[config.mk]
export PLATFORM = sky130hd
export DESIGN_NAME = packed_yuv422_to_rgb_converter
export DESIGN_NICKNAME = d
export VERILOG_FILES = /design/src/rtl/yuv2rgb_pkg.sv /design/src/rtl/yuv2rgb_pixel.sv /design/src/rtl/packed_yuv422_to_rgb_converter.sv
export SDC_FILE = /design/constraint.sdc
export NUM_CORES = 1
export LEC_CHECK = 0
export ABC_AREA = 1
export BUFFER_PORTS_ARGS = -buffer_cell sky130_fd_sc_hd__buf_4
export CAP_MARGIN = 0
export CORE_ASPECT_RATIO = 0.75
export CORE_MARGIN = 8
export CORE_UTILIZATION = 45
export CTS_CLUSTER_SIZE = 20
export DETAILED_ROUTE_END_ITERATION = 16
export PLACE_DENSITY = 0.69
export SLEW_MARGIN = 20
export SYNTH_ARGS = -nofsm -noshare
export SYNTH_HDL_FRONTEND = slang
export SYNTH_SLANG_ARGS = --single-unit
[constraint.sdc]
create_clock -name clock -period 8 [get_ports clock]
set_input_delay 1.2 -clock clock [delete_from_list [all_inputs] [get_ports clock]]
set_output_delay 1.2 -clock clock [all_outputs]
set_load 0.1 [all_outputs]
[src/rtl/yuv2rgb_pkg.sv]
// Shared widths, fixed-point coefficients and stage types for the 4:2:2 to RGB converter.
`default_nettype none
package yuv2rgb_pkg;

   localparam int COEF_FRAC_BITS = 12;
   localparam int COEF_W         = COEF_FRAC_BITS + 3;
   localparam int OPND_W         = 10;
   localparam int PROD_W         = COEF_W + OPND_W;
   localparam int ACC_W          = PROD_W + 2;
   localparam int PIX_W          = 8;

   typedef logic signed [COEF_W-1:0] coef_type;
   typedef logic signed [OPND_W-1:0] opnd_type;
   typedef logic signed [PROD_W-1:0] prod_type;
   typedef logic signed [ACC_W-1:0]  acc_type;
   typedef logic        [PIX_W-1:0]  pix_type;

   function automatic longint fix_coef(input longint micro);
      return ((micro << COEF_FRAC_BITS) + 500000) / 1000000;
   endfunction

   localparam coef_type LIM_Y  = COEF_W'(fix_coef(1164000));
   localparam coef_type LIM_RV = COEF_W'(fix_coef(1596000));
   localparam coef_type LIM_GU = COEF_W'(fix_coef(391000));
   localparam coef_type LIM_GV = COEF_W'(fix_coef(813000));
   localparam coef_type LIM_BU = COEF_W'(fix_coef(2018000));
   localparam coef_type FUL_Y  = COEF_W'(longint'(1) << COEF_FRAC_BITS);
   localparam coef_type FUL_RV = COEF_W'(fix_coef(1402000));
   localparam coef_type FUL_GU = COEF_W'(fix_coef(344136));
   localparam coef_type FUL_GV = COEF_W'(fix_coef(714136));
   localparam coef_type FUL_BU = COEF_W'(fix_coef(1772000));

   localparam logic MODE_LIMITED = 1'b0;
   localparam logic MODE_FULL    = 1'b1;

   localparam logic [PIX_W-1:0] LUMA_BLACK   = PIX_W'(16);
   localparam logic [PIX_W-1:0] CHROMA_ZERO  = PIX_W'(128);

   typedef struct packed {
      prod_type luma;
      prod_type red_v;
      prod_type green_u;
      prod_type green_v;
      prod_type blue_u;
   } prod_set_type;

   typedef struct packed {
      pix_type red;
      pix_type green;
      pix_type blue;
   } rgb_type;

endpackage
`default_nettype wire

[src/rtl/yuv2rgb_pixel.sv]
// Sum and clamp stages for one RGB pixel, from its luma product and the shared chroma products.
`default_nettype none
module yuv2rgb_pixel (
   input  wire                          clock,
   input  wire yuv2rgb_pkg::prod_set_type prod,
   output yuv2rgb_pkg::rgb_type          rgb
);

   yuv2rgb_pkg::acc_type red_sum_ff, green_sum_ff, blue_sum_ff;
   yuv2rgb_pkg::acc_type red_sum_in, green_sum_in, blue_sum_in;
   yuv2rgb_pkg::rgb_type rgb_ff, rgb_in;

   function automatic yuv2rgb_pkg::pix_type clamp_pix(input yuv2rgb_pkg::acc_type acc);
      if (acc[yuv2rgb_pkg::ACC_W-1]) begin
         return '0;
      end else if (|acc[yuv2rgb_pkg::ACC_W-1:yuv2rgb_pkg::COEF_FRAC_BITS+yuv2rgb_pkg::PIX_W]) begin
         return '1;
      end else begin
         return acc[yuv2rgb_pkg::COEF_FRAC_BITS+yuv2rgb_pkg::PIX_W-1:yuv2rgb_pkg::COEF_FRAC_BITS];
      end
   endfunction

   always_comb begin
      red_sum_in   = yuv2rgb_pkg::ACC_W'(prod.luma) + yuv2rgb_pkg::ACC_W'(prod.red_v);
      green_sum_in = yuv2rgb_pkg::ACC_W'(prod.luma) - yuv2rgb_pkg::ACC_W'(prod.green_u)
                   - yuv2rgb_pkg::ACC_W'(prod.green_v);
      blue_sum_in  = yuv2rgb_pkg::ACC_W'(prod.luma) + yuv2rgb_pkg::ACC_W'(prod.blue_u);
      rgb_in.red   = clamp_pix(red_sum_ff);
      rgb_in.green = clamp_pix(green_sum_ff);
      rgb_in.blue  = clamp_pix(blue_sum_ff);
   end

   always_ff @(posedge clock) begin
      red_sum_ff   <= red_sum_in;
      green_sum_ff <= green_sum_in;
      blue_sum_ff  <= blue_sum_in;
      rgb_ff       <= rgb_in;
   end

   assign rgb = rgb_ff;

endmodule
`default_nettype wire

[src/rtl/packed_yuv422_to_rgb_converter.sv]
// Top level of the packed 4:2:2 macropixel to RGB pixel-pair converter.
//
// Usage:
//   Drive req_luma_first, req_chroma_blue, req_luma_second and req_chroma_red
//   with start high; the transaction is taken at that clock edge. busy is
//   always low, so one macropixel may be taken on every clock.
//   Each transaction gives one result: two RGB pixels on the rsp_ ports,
//   marked by rsp_valid for exactly one cycle. The receiver cannot stall;
//   results leave in input order.
//   The result passes the operand, multiplier, sum and clamp registers in
//   that order, the first loaded at the accepting edge, and rsp_valid
//   rises together with it. Throughput: one transaction per cycle, since
//   every stage advances on every clock.
//   csr_wr_en with csr_wr_data selects the matrix: 0 limited-range BT.601,
//   1 full range with samples raised to at least 16. Write it only while
//   the pipe is empty.
//   Reset (synchronous, active high) clears the pipe valid bits and sets
//   the matrix to limited range.
`default_nettype none
module packed_yuv422_to_rgb_converter (
   input  wire        clock,
   input  wire        reset,
   input  wire        start,
   output logic       busy,
   input  wire  [7:0] req_luma_first,
   input  wire  [7:0] req_chroma_blue,
   input  wire  [7:0] req_luma_second,
   input  wire  [7:0] req_chroma_red,
   input  wire        csr_wr_en,
   input  wire        csr_wr_data,
   output logic       rsp_valid,
   output logic [7:0] rsp_red_first,
   output logic [7:0] rsp_green_first,
   output logic [7:0] rsp_blue_first,
   output logic [7:0] rsp_red_second,
   output logic [7:0] rsp_green_second,
   output logic [7:0] rsp_blue_second
);

   logic       mode_ff, mode_in;
   logic [3:0] valid_ff, valid_in;

   logic                  opnd_mode_ff;
   yuv2rgb_pkg::opnd_type y1_ff, y2_ff, u_ff, v_ff;
   yuv2rgb_pkg::opnd_type y1_in, y2_in, u_in, v_in;

   yuv2rgb_pkg::prod_set_type prod1_ff, prod2_ff, prod1_in, prod2_in;
   yuv2rgb_pkg::coef_type     c_y, c_rv, c_gu, c_gv, c_bu;
   yuv2rgb_pkg::prod_type     p_rv, p_gu, p_gv, p_bu;

   yuv2rgb_pkg::rgb_type rgb1, rgb2;

   function automatic logic [7:0] floor16(input logic [7:0] x);
      return (x < yuv2rgb_pkg::LUMA_BLACK) ? yuv2rgb_pkg::LUMA_BLACK : x;
   endfunction

   always_comb begin
      mode_in  = csr_wr_en ? csr_wr_data : mode_ff;
      valid_in = {valid_ff[2:0], start};
      if (mode_ff == yuv2rgb_pkg::MODE_FULL) begin
         y1_in = yuv2rgb_pkg::OPND_W'({1'b0, floor16(req_luma_first)});
         y2_in = yuv2rgb_pkg::OPND_W'({1'b0, floor16(req_luma_second)});
         u_in  = yuv2rgb_pkg::OPND_W'({1'b0, floor16(req_chroma_blue)})
               - yuv2rgb_pkg::OPND_W'(yuv2rgb_pkg::CHROMA_ZERO);
         v_in  = yuv2rgb_pkg::OPND_W'({1'b0, floor16(req_chroma_red)})
               - yuv2rgb_pkg::OPND_W'(yuv2rgb_pkg::CHROMA_ZERO);
      end else begin
         y1_in = yuv2rgb_pkg::OPND_W'({1'b0, req_luma_first})
               - yuv2rgb_pkg::OPND_W'(yuv2rgb_pkg::LUMA_BLACK);
         y2_in = yuv2rgb_pkg::OPND_W'({1'b0, req_luma_second})
               - yuv2rgb_pkg::OPND_W'(yuv2rgb_pkg::LUMA_BLACK);
         u_in  = yuv2rgb_pkg::OPND_W'({1'b0, req_chroma_blue})
               - yuv2rgb_pkg::OPND_W'(yuv2rgb_pkg::CHROMA_ZERO);
         v_in  = yuv2rgb_pkg::OPND_W'({1'b0, req_chroma_red})
               - yuv2rgb_pkg::OPND_W'(yuv2rgb_pkg::CHROMA_ZERO);
      end
   end

   always_comb begin
      if (opnd_mode_ff == yuv2rgb_pkg::MODE_FULL) begin
         c_y  = yuv2rgb_pkg::FUL_Y;
         c_rv = yuv2rgb_pkg::FUL_RV;
         c_gu = yuv2rgb_pkg::FUL_GU;
         c_gv = yuv2rgb_pkg::FUL_GV;
         c_bu = yuv2rgb_pkg::FUL_BU;
      end else begin
         c_y  = yuv2rgb_pkg::LIM_Y;
         c_rv = yuv2rgb_pkg::LIM_RV;
         c_gu = yuv2rgb_pkg::LIM_GU;
         c_gv = yuv2rgb_pkg::LIM_GV;
         c_bu = yuv2rgb_pkg::LIM_BU;
      end
      p_rv = yuv2rgb_pkg::prod_type'(c_rv) * yuv2rgb_pkg::prod_type'(v_ff);
      p_gu = yuv2rgb_pkg::prod_type'(c_gu) * yuv2rgb_pkg::prod_type'(u_ff);
      p_gv = yuv2rgb_pkg::prod_type'(c_gv) * yuv2rgb_pkg::prod_type'(v_ff);
      p_bu = yuv2rgb_pkg::prod_type'(c_bu) * yuv2rgb_pkg::prod_type'(u_ff);
      prod1_in.luma    = yuv2rgb_pkg::prod_type'(c_y) * yuv2rgb_pkg::prod_type'(y1_ff);
      prod1_in.red_v   = p_rv;
      prod1_in.green_u = p_gu;
      prod1_in.green_v = p_gv;
      prod1_in.blue_u  = p_bu;
      prod2_in.luma    = yuv2rgb_pkg::prod_type'(c_y) * yuv2rgb_pkg::prod_type'(y2_ff);
      prod2_in.red_v   = p_rv;
      prod2_in.green_u = p_gu;
      prod2_in.green_v = p_gv;
      prod2_in.blue_u  = p_bu;
   end

   always_ff @(posedge clock) begin
      if (reset) begin
         mode_ff  <= yuv2rgb_pkg::MODE_LIMITED;
         valid_ff <= '0;
      end else begin
         mode_ff  <= mode_in;
         valid_ff <= valid_in;
      end
   end

   always_ff @(posedge clock) begin
      opnd_mode_ff <= mode_ff;
      y1_ff        <= y1_in;
      y2_ff        <= y2_in;
      u_ff         <= u_in;
      v_ff         <= v_in;
      prod1_ff     <= prod1_in;
      prod2_ff     <= prod2_in;
   end

   yuv2rgb_pixel u_pixel_first (
      .clock (clock),
      .prod  (prod1_ff),
      .rgb   (rgb1)
   );

   yuv2rgb_pixel u_pixel_second (
      .clock (clock),
      .prod  (prod2_ff),
      .rgb   (rgb2)
   );

   assign busy             = 1'b0;
   assign rsp_valid        = valid_ff[3];
   assign rsp_red_first    = rgb1.red;
   assign rsp_green_first  = rgb1.green;
   assign rsp_blue_first   = rgb1.blue;
   assign rsp_red_second   = rgb2.red;
   assign rsp_green_second = rgb2.green;
   assign rsp_blue_second  = rgb2.blue;

endmodule
`default_nettype wire
# After elaboration in Yosys (flattened, before gate mapping)
# Index checks and enable logic that the tools add are counted.
# W data, S select, Z words.
# totals
ff_bits,394
inputBits,37
output_inout_bits,50
word_cells,76
# op_classes
n_addsub,14
multipliers,6
magnitude_cmp,4
muxes,19
n_reduce_logical,6
# op_table
cell,count
$mux W8,12
$add A23 B25 Y26,2
$add A23 B24 Y25,2
$sub A24 B23 Y25,2
$sub A23 B22 Y24,2
$mul A14 B9 Y23,2
$reduce_or A7 Y1,6
$mux W10,4
$sub A8 B8 Y9 const B,4
$lt A8 B5 Y1 const B,4
$mul A15 B10 Y25,1
$mul A14 B10 Y24,1
$mul A13 B10 Y23,1
$mul A12 B10 Y22,1
$sub A8 B5 Y9 const B,2
$mux W14,1
$mux W12,1
$mux W11,1

# Logic depth before layout (Yosys ltp)
# logic_depth
depth_word,4
ltp_mapped,27
depth_no_buf,26

# Cells and area by module
# Synthesis repeated with hierarchy kept, for this count alone.
# hier_totals
cells_unflattened,4862
hier_area_um2,33409.5
# by_module_without_submodules
module,instances,cells_per_inst,area_per_inst_um2,seq_area_each_um2
packed_yuv422_to_rgb_converter,1,2266,18330.1,3323.2
yuv2rgb_pixel,2,1298,7539.7,1341.3

# Worst setup path before layout
# No wires, ideal clock.
# synth_timing
path_type,register -> register
from,register opnd_mode_ff
to,register prod2_ff[92] (netlist bit)
setup_ps,120
t_arrival_ps,4737
t_required_ps,7880
slack_ps,3143
path_stages_with_launch,25
n_path_buf,1
synth_period_minus_slack_ps,4857
path_cell_list,dfxtp_1 -> buf_4 -> nand2_1 -> nor2_1 -> inv_1 -> nand2_1 -> inv_1 -> ha_1 -> or2_2 -> inv_1 -> fa_1 -> fa_1 -> inv_1 -> fa_1 -> inv_1 -> fa_1 -> inv_1 -> ha_1 -> a21oi_1 -> inv_1 -> nor2_1 -> nand2_2 -> nand3_1 -> nand2_1 -> xor2_1
# synth_between
elab_chain_len,2
# synth_rtl
element,line,rtl
"start, declared",packed_yuv422_to_rgb_converter.sv:43,logic opnd_mode_ff;
"start signal, assigned",packed_yuv422_to_rgb_converter.sv:120,opnd_mode_ff <= mode_ff;
$mux W12,packed_yuv422_to_rgb_converter.sv:80,if (opnd_mode_ff == yuv2rgb_pkg::MODE_FULL) begin
$mul A14 B10 Y24,packed_yuv422_to_rgb_converter.sv:93,p_rv = yuv2rgb_pkg::prod_type'(c_rv) * yuv2rgb_pkg::prod_type'(v_ff);
named net p_rv[17],packed_yuv422_to_rgb_converter.sv:49,"yuv2rgb_pkg::prod_type p_rv, p_gu, p_gv, p_bu;"
"end signal, assigned",packed_yuv422_to_rgb_converter.sv:126,prod2_ff <= prod2_in;
"end, declared",packed_yuv422_to_rgb_converter.sv:47,"yuv2rgb_pkg::prod_set_type prod1_ff, prod2_ff, prod1_in, prod2_in;"
# The timed path passes the listed nets, and every way through them passes these cells.
# A chain may end at the register's enable or synchronous reset.

# Worst setup path in the final report
# layout_timing
from,register opnd_mode_ff
to,"register, netlist name prod2_ff[98]"
# layout_between
elab_chain_len,2
# layout_rtl
element,line
$mux W12,packed_yuv422_to_rgb_converter.sv:80
$mul A14 B10 Y24,packed_yuv422_to_rgb_converter.sv:93
named net p_rv[23],packed_yuv422_to_rgb_converter.sv:49
# The timed path passes the listed nets, and every way through them passes these cells.

==> qor.csv <==
stage;metric;value;unit
cts;clk_pin_slew;0.06;ns
floorplan;die_h;233;um
finish;filler_cell_count;6084;
cts;cts_buffers;30;
critical_path;crit_path_start;opnd_mode_ff;
yosys;synthMostInstantiatedCell;inv_1;
floorplan;floorplan.core_area;62200;sq um
timing;worst_slack;2.30;ns
critical_path;critical_path.cell_chain;nand2_1 > nor2_1 > inv_1 > nand2_1 > inv_1 > ha_1 > or2_2 > fa_1 > fa_1 > fa_1 > inv_1 > fa_1 > inv_1 > ha_1 > nand2_1 > nor2_1 > inv_1 > nor3_1 > nand3_1 > nand3_1 > nand2_1 > nand2_1;
route;route.vias.total;23400;
global_route;grt_first_pass_wirelength;121;mm
yosys;ys_top_cells_by_area;ha_1, dfxtp_1, fa_1, inv_1, nand2_1;
floorplan;core.rowCount;79;
route;wl_cell;16.6;um
route;drt-initial-drc-count;1943;
timing;tightestPinTransition;0.802;ns
floorplan;initial_utilization;0.456;
critical_path;largest_stage_delay_on_the_critical_path;0.60;ns
critical_path;timing.critical_path.buf_inv;5;
global_route;globalRouteOverflowTotal;0;
yosys;synth_enable_flop_cells;0;
critical_path;endpoint_of_the_worst_slack_reg_to_reg_timing_path;prod2_ff[98];
timing;fin_setup_tns;0;ns
yosys;asyncSetResetFlopFracSynth;0;
route;drcViolationCount;0;
critical_path;timing.critical_path.arrival;6.25;ns
yosys;synth_area;28300;sq um
finish;synthToLayoutAreaGrowth;9.42;%
timing;clock_skew;0.0397;ns
timing;report.final.setup_viol;0;
finish;seqCellArea;5750;sq um
critical_path;crit_required;8.56;ns
timing;slew_viol_final;0;
route;post_drt_via_cell_ratio;5.09;
cts;cts.htree.levels;1;
worst_hold_path;class_of_the_tightest_hold_or_removal_check;flop to flop;
cts;worstSkewPairLatency;0.62;ns
yosys;synth_area_leader_cell;ha_1;
place;place.port_buffers;85;
timing;rsz_0062_raised_after_global_routing;false;
global_route;antenna_found_initial;1;
yosys;synth.cells.most_frequent;inv_1, nand2_1, ha_1;
yosys;ys_types;45;
critical_path;setup.worst_path.class;flop to flop;
cts;postCtsResizedCells;0;
global_route;grt.total_usage;0.211;
critical_path;worst_setup_path_start_kind;flop;
global_route;first_global_vias;22000;
finish;drive_above_1_share;0.0482;
place;place.gp.congestion;1.02;
timing;fmax;0.176;GHz
finish;antenna-diode-count;0;
critical_path;timing.reg2reg.setup_slack;2.30;ns
floorplan;die_area;71300;sq um
critical_path;reg2reg_from;opnd_mode_ff;
floorplan;chipWidth;306;um
yosys;yosysSeqAreaShare;0.203;
yosys;area_share_of_the_leading_cell_type_in_the_synthesized_netlist;0.225;
route;routed_wl;76.5;mm
floorplan;boundary_pin_count;87;
place;place.detailed.hpwl;66.8;mm
cts;cts_sinks;287;
critical_path;critical_path_depth;22;
critical_path;ff2ff_path_depth;22;
critical_path;worst-path-max-fanout;22;
route;ant_nets;0;
cts;cts_tree;done;
cts;clock_path_buffers;3;
yosys;yosysWarningCount;0;
timing;report.final.hold_viol_count;0;
yosys;synth_top_flop_cell;dfxtp_1;
cts;cts_hold_buffers;0;
timing;final_min_period_over_clock_period;0.712;
timing;finalWorstPathRequiredPeriod;5.70;ns
critical_path;worst_path_max_delay_cell;dfxtp_2;
yosys;ys_ff_latch;287;
finish;multi_input_area;19700;sq um
status;status;completed;
cts;cts_setup_buffers;0;
finish;utilization;0.499;
critical_path;timing.critical_path.max_delay_family;adder cells;
critical_path;setup.worst_path.end;prod2_ff[98];
finish;fin_nets;4532;
yosys;syn_area_per_cell;7.70;sq um
cts;root_buf_cell;clkbuf_16;
yosys;synthesis.instances;3678;
place;detailedPlace.worstSlack;2.39;ns
timing;slew_headroom;0.463;
global_route;grt_max_degree;34;
route;firstDrtPassIters;7;
job;timing.max_cap.violations;0;
critical_path;critPathCaptureType;flop;
-- tightest hold or removal path: stages (launching register included) --
cell,delay [ns]
dfxtp_1,0.30
inv_1,0.04
nor2_1,0.03
-- area by class of cell --
type                       instances  area share
clock buffer                      35      0.0258
clock inverter                    18     0.00960
inverter                         758      0.0918
multi-input combinational       2612       0.634
sequential                       287       0.185
tap                              810      0.0327
timing repair buffer              86      0.0208
-- cells by family (layout without fill, tap and decap cells) --
family / count (synthesis) / after routing / synth area share
adders and majority gates: 720 / 720 / 0.374
and+or+nand+nor: 1322 / 1322 / 0.196
other: 2 / 12 / 0.000265
AOI/OAI and AO/OA: 439 / 439 / 0.0854
xor gates and xnor gates: 119 / 119 / 0.0368
DFF: 287 / 287 / 0.203
buffers and inverters: 789 / 897 / 0.105
-- cell usage in the layout, fill, tap and decap left out, types with 8 or more instances in the layout --
master / synthesis / layout
inv_1: 754 / 754
nand2_1: 724 / 724
ha_1: 509 / 509
nor2_1: 288 / 288
dfxtp_1: 287 / 286
a21oi_1: 260 / 260
fa_1: 211 / 211
nand3_1: 155 / 155
xor2_1: 91 / 91
o21ai_0: 90 / 90
buf_4: 2 / 86
nand4_1: 54 / 54
nor3_1: 42 / 42
o21bai_1: 33 / 33
clkbuf_16: 0 / 30
xnor2_1: 28 / 28
a21o_1: 18 / 18
o21a_1: 12 / 12
conb_1: 2 / 12
or2_2: 11 / 11
nand2_2: 10 / 10
and2_1: 8 / 8
nor4_1: 8 / 8
-- state kept, by name, summed over array words and instances (netlist names) --
name / flops
u_pixel_first.red_sum_ff: 13
u_pixel_first.green_sum_ff: 13
opnd_mode_ff: 1
u_pixel_second.red_sum_ff: 13
prod2_ff: 101
u_pixel_first.blue_sum_ff: 14
v_ff: 8
mode_ff: 1
y2_ff: 9
valid_ff: 4
u_pixel_second.rgb: 24
y1_ff: 9
u_pixel_first.rgb: 24
prod1_ff: 18
u_ff: 8
u_pixel_second.green_sum_ff: 13
u_pixel_second.blue_sum_ff: 14
-- worst min path at each step --
| stage | startpoint | end | slack (ns) | cells past startpoint |
|---|---|---|---|---|
| 2_1_floorplan | mode_ff | opnd_mode_ff | 0.34 | 0 |
| 3_3_place_gp | valid_ff[1] | valid_ff[2] | 0.39 | 2 |
| 3_5_place_dp | valid_ff[1] | valid_ff[2] | 0.40 | 2 |
| 4_1_cts | valid_ff[1] | valid_ff[2] | 0.41 | 2 |
| 5_1_grt | valid_ff[1] | valid_ff[2] | 0.42 | 2 |
| 6_report | valid_ff[1] | valid_ff[2] | 0.40 | 2 |
-- per-layer routing --
metal / vias to the layer above / GRT usage / routed length [um]
met1: 10600 / 0.327 / 39100
met3: 104 / 0.0650 / 8350
met5: - / 0 / 0
li1: 11800 / - / -
met4: 0 / 0.0498 / 2100
met2: 932 / 0.278 / 27000
-- stage by stage --
stage | cells | cell area, sq um | hold slack, ns
floorplan | 3688 | 28400 | 0.342
global placement | 4553 | 29900 | 0.388
detailed placement | 4553 | 29900 | 0.399
CTS | 4606 | 31000 | 0.407
global route | 4606 | 31000 | 0.421
finish | 4606 | 31000 | 0.402
Power is not shown: default switching activity piles up to over one toggle a cycle in this logic, so the estimate is an artifact.
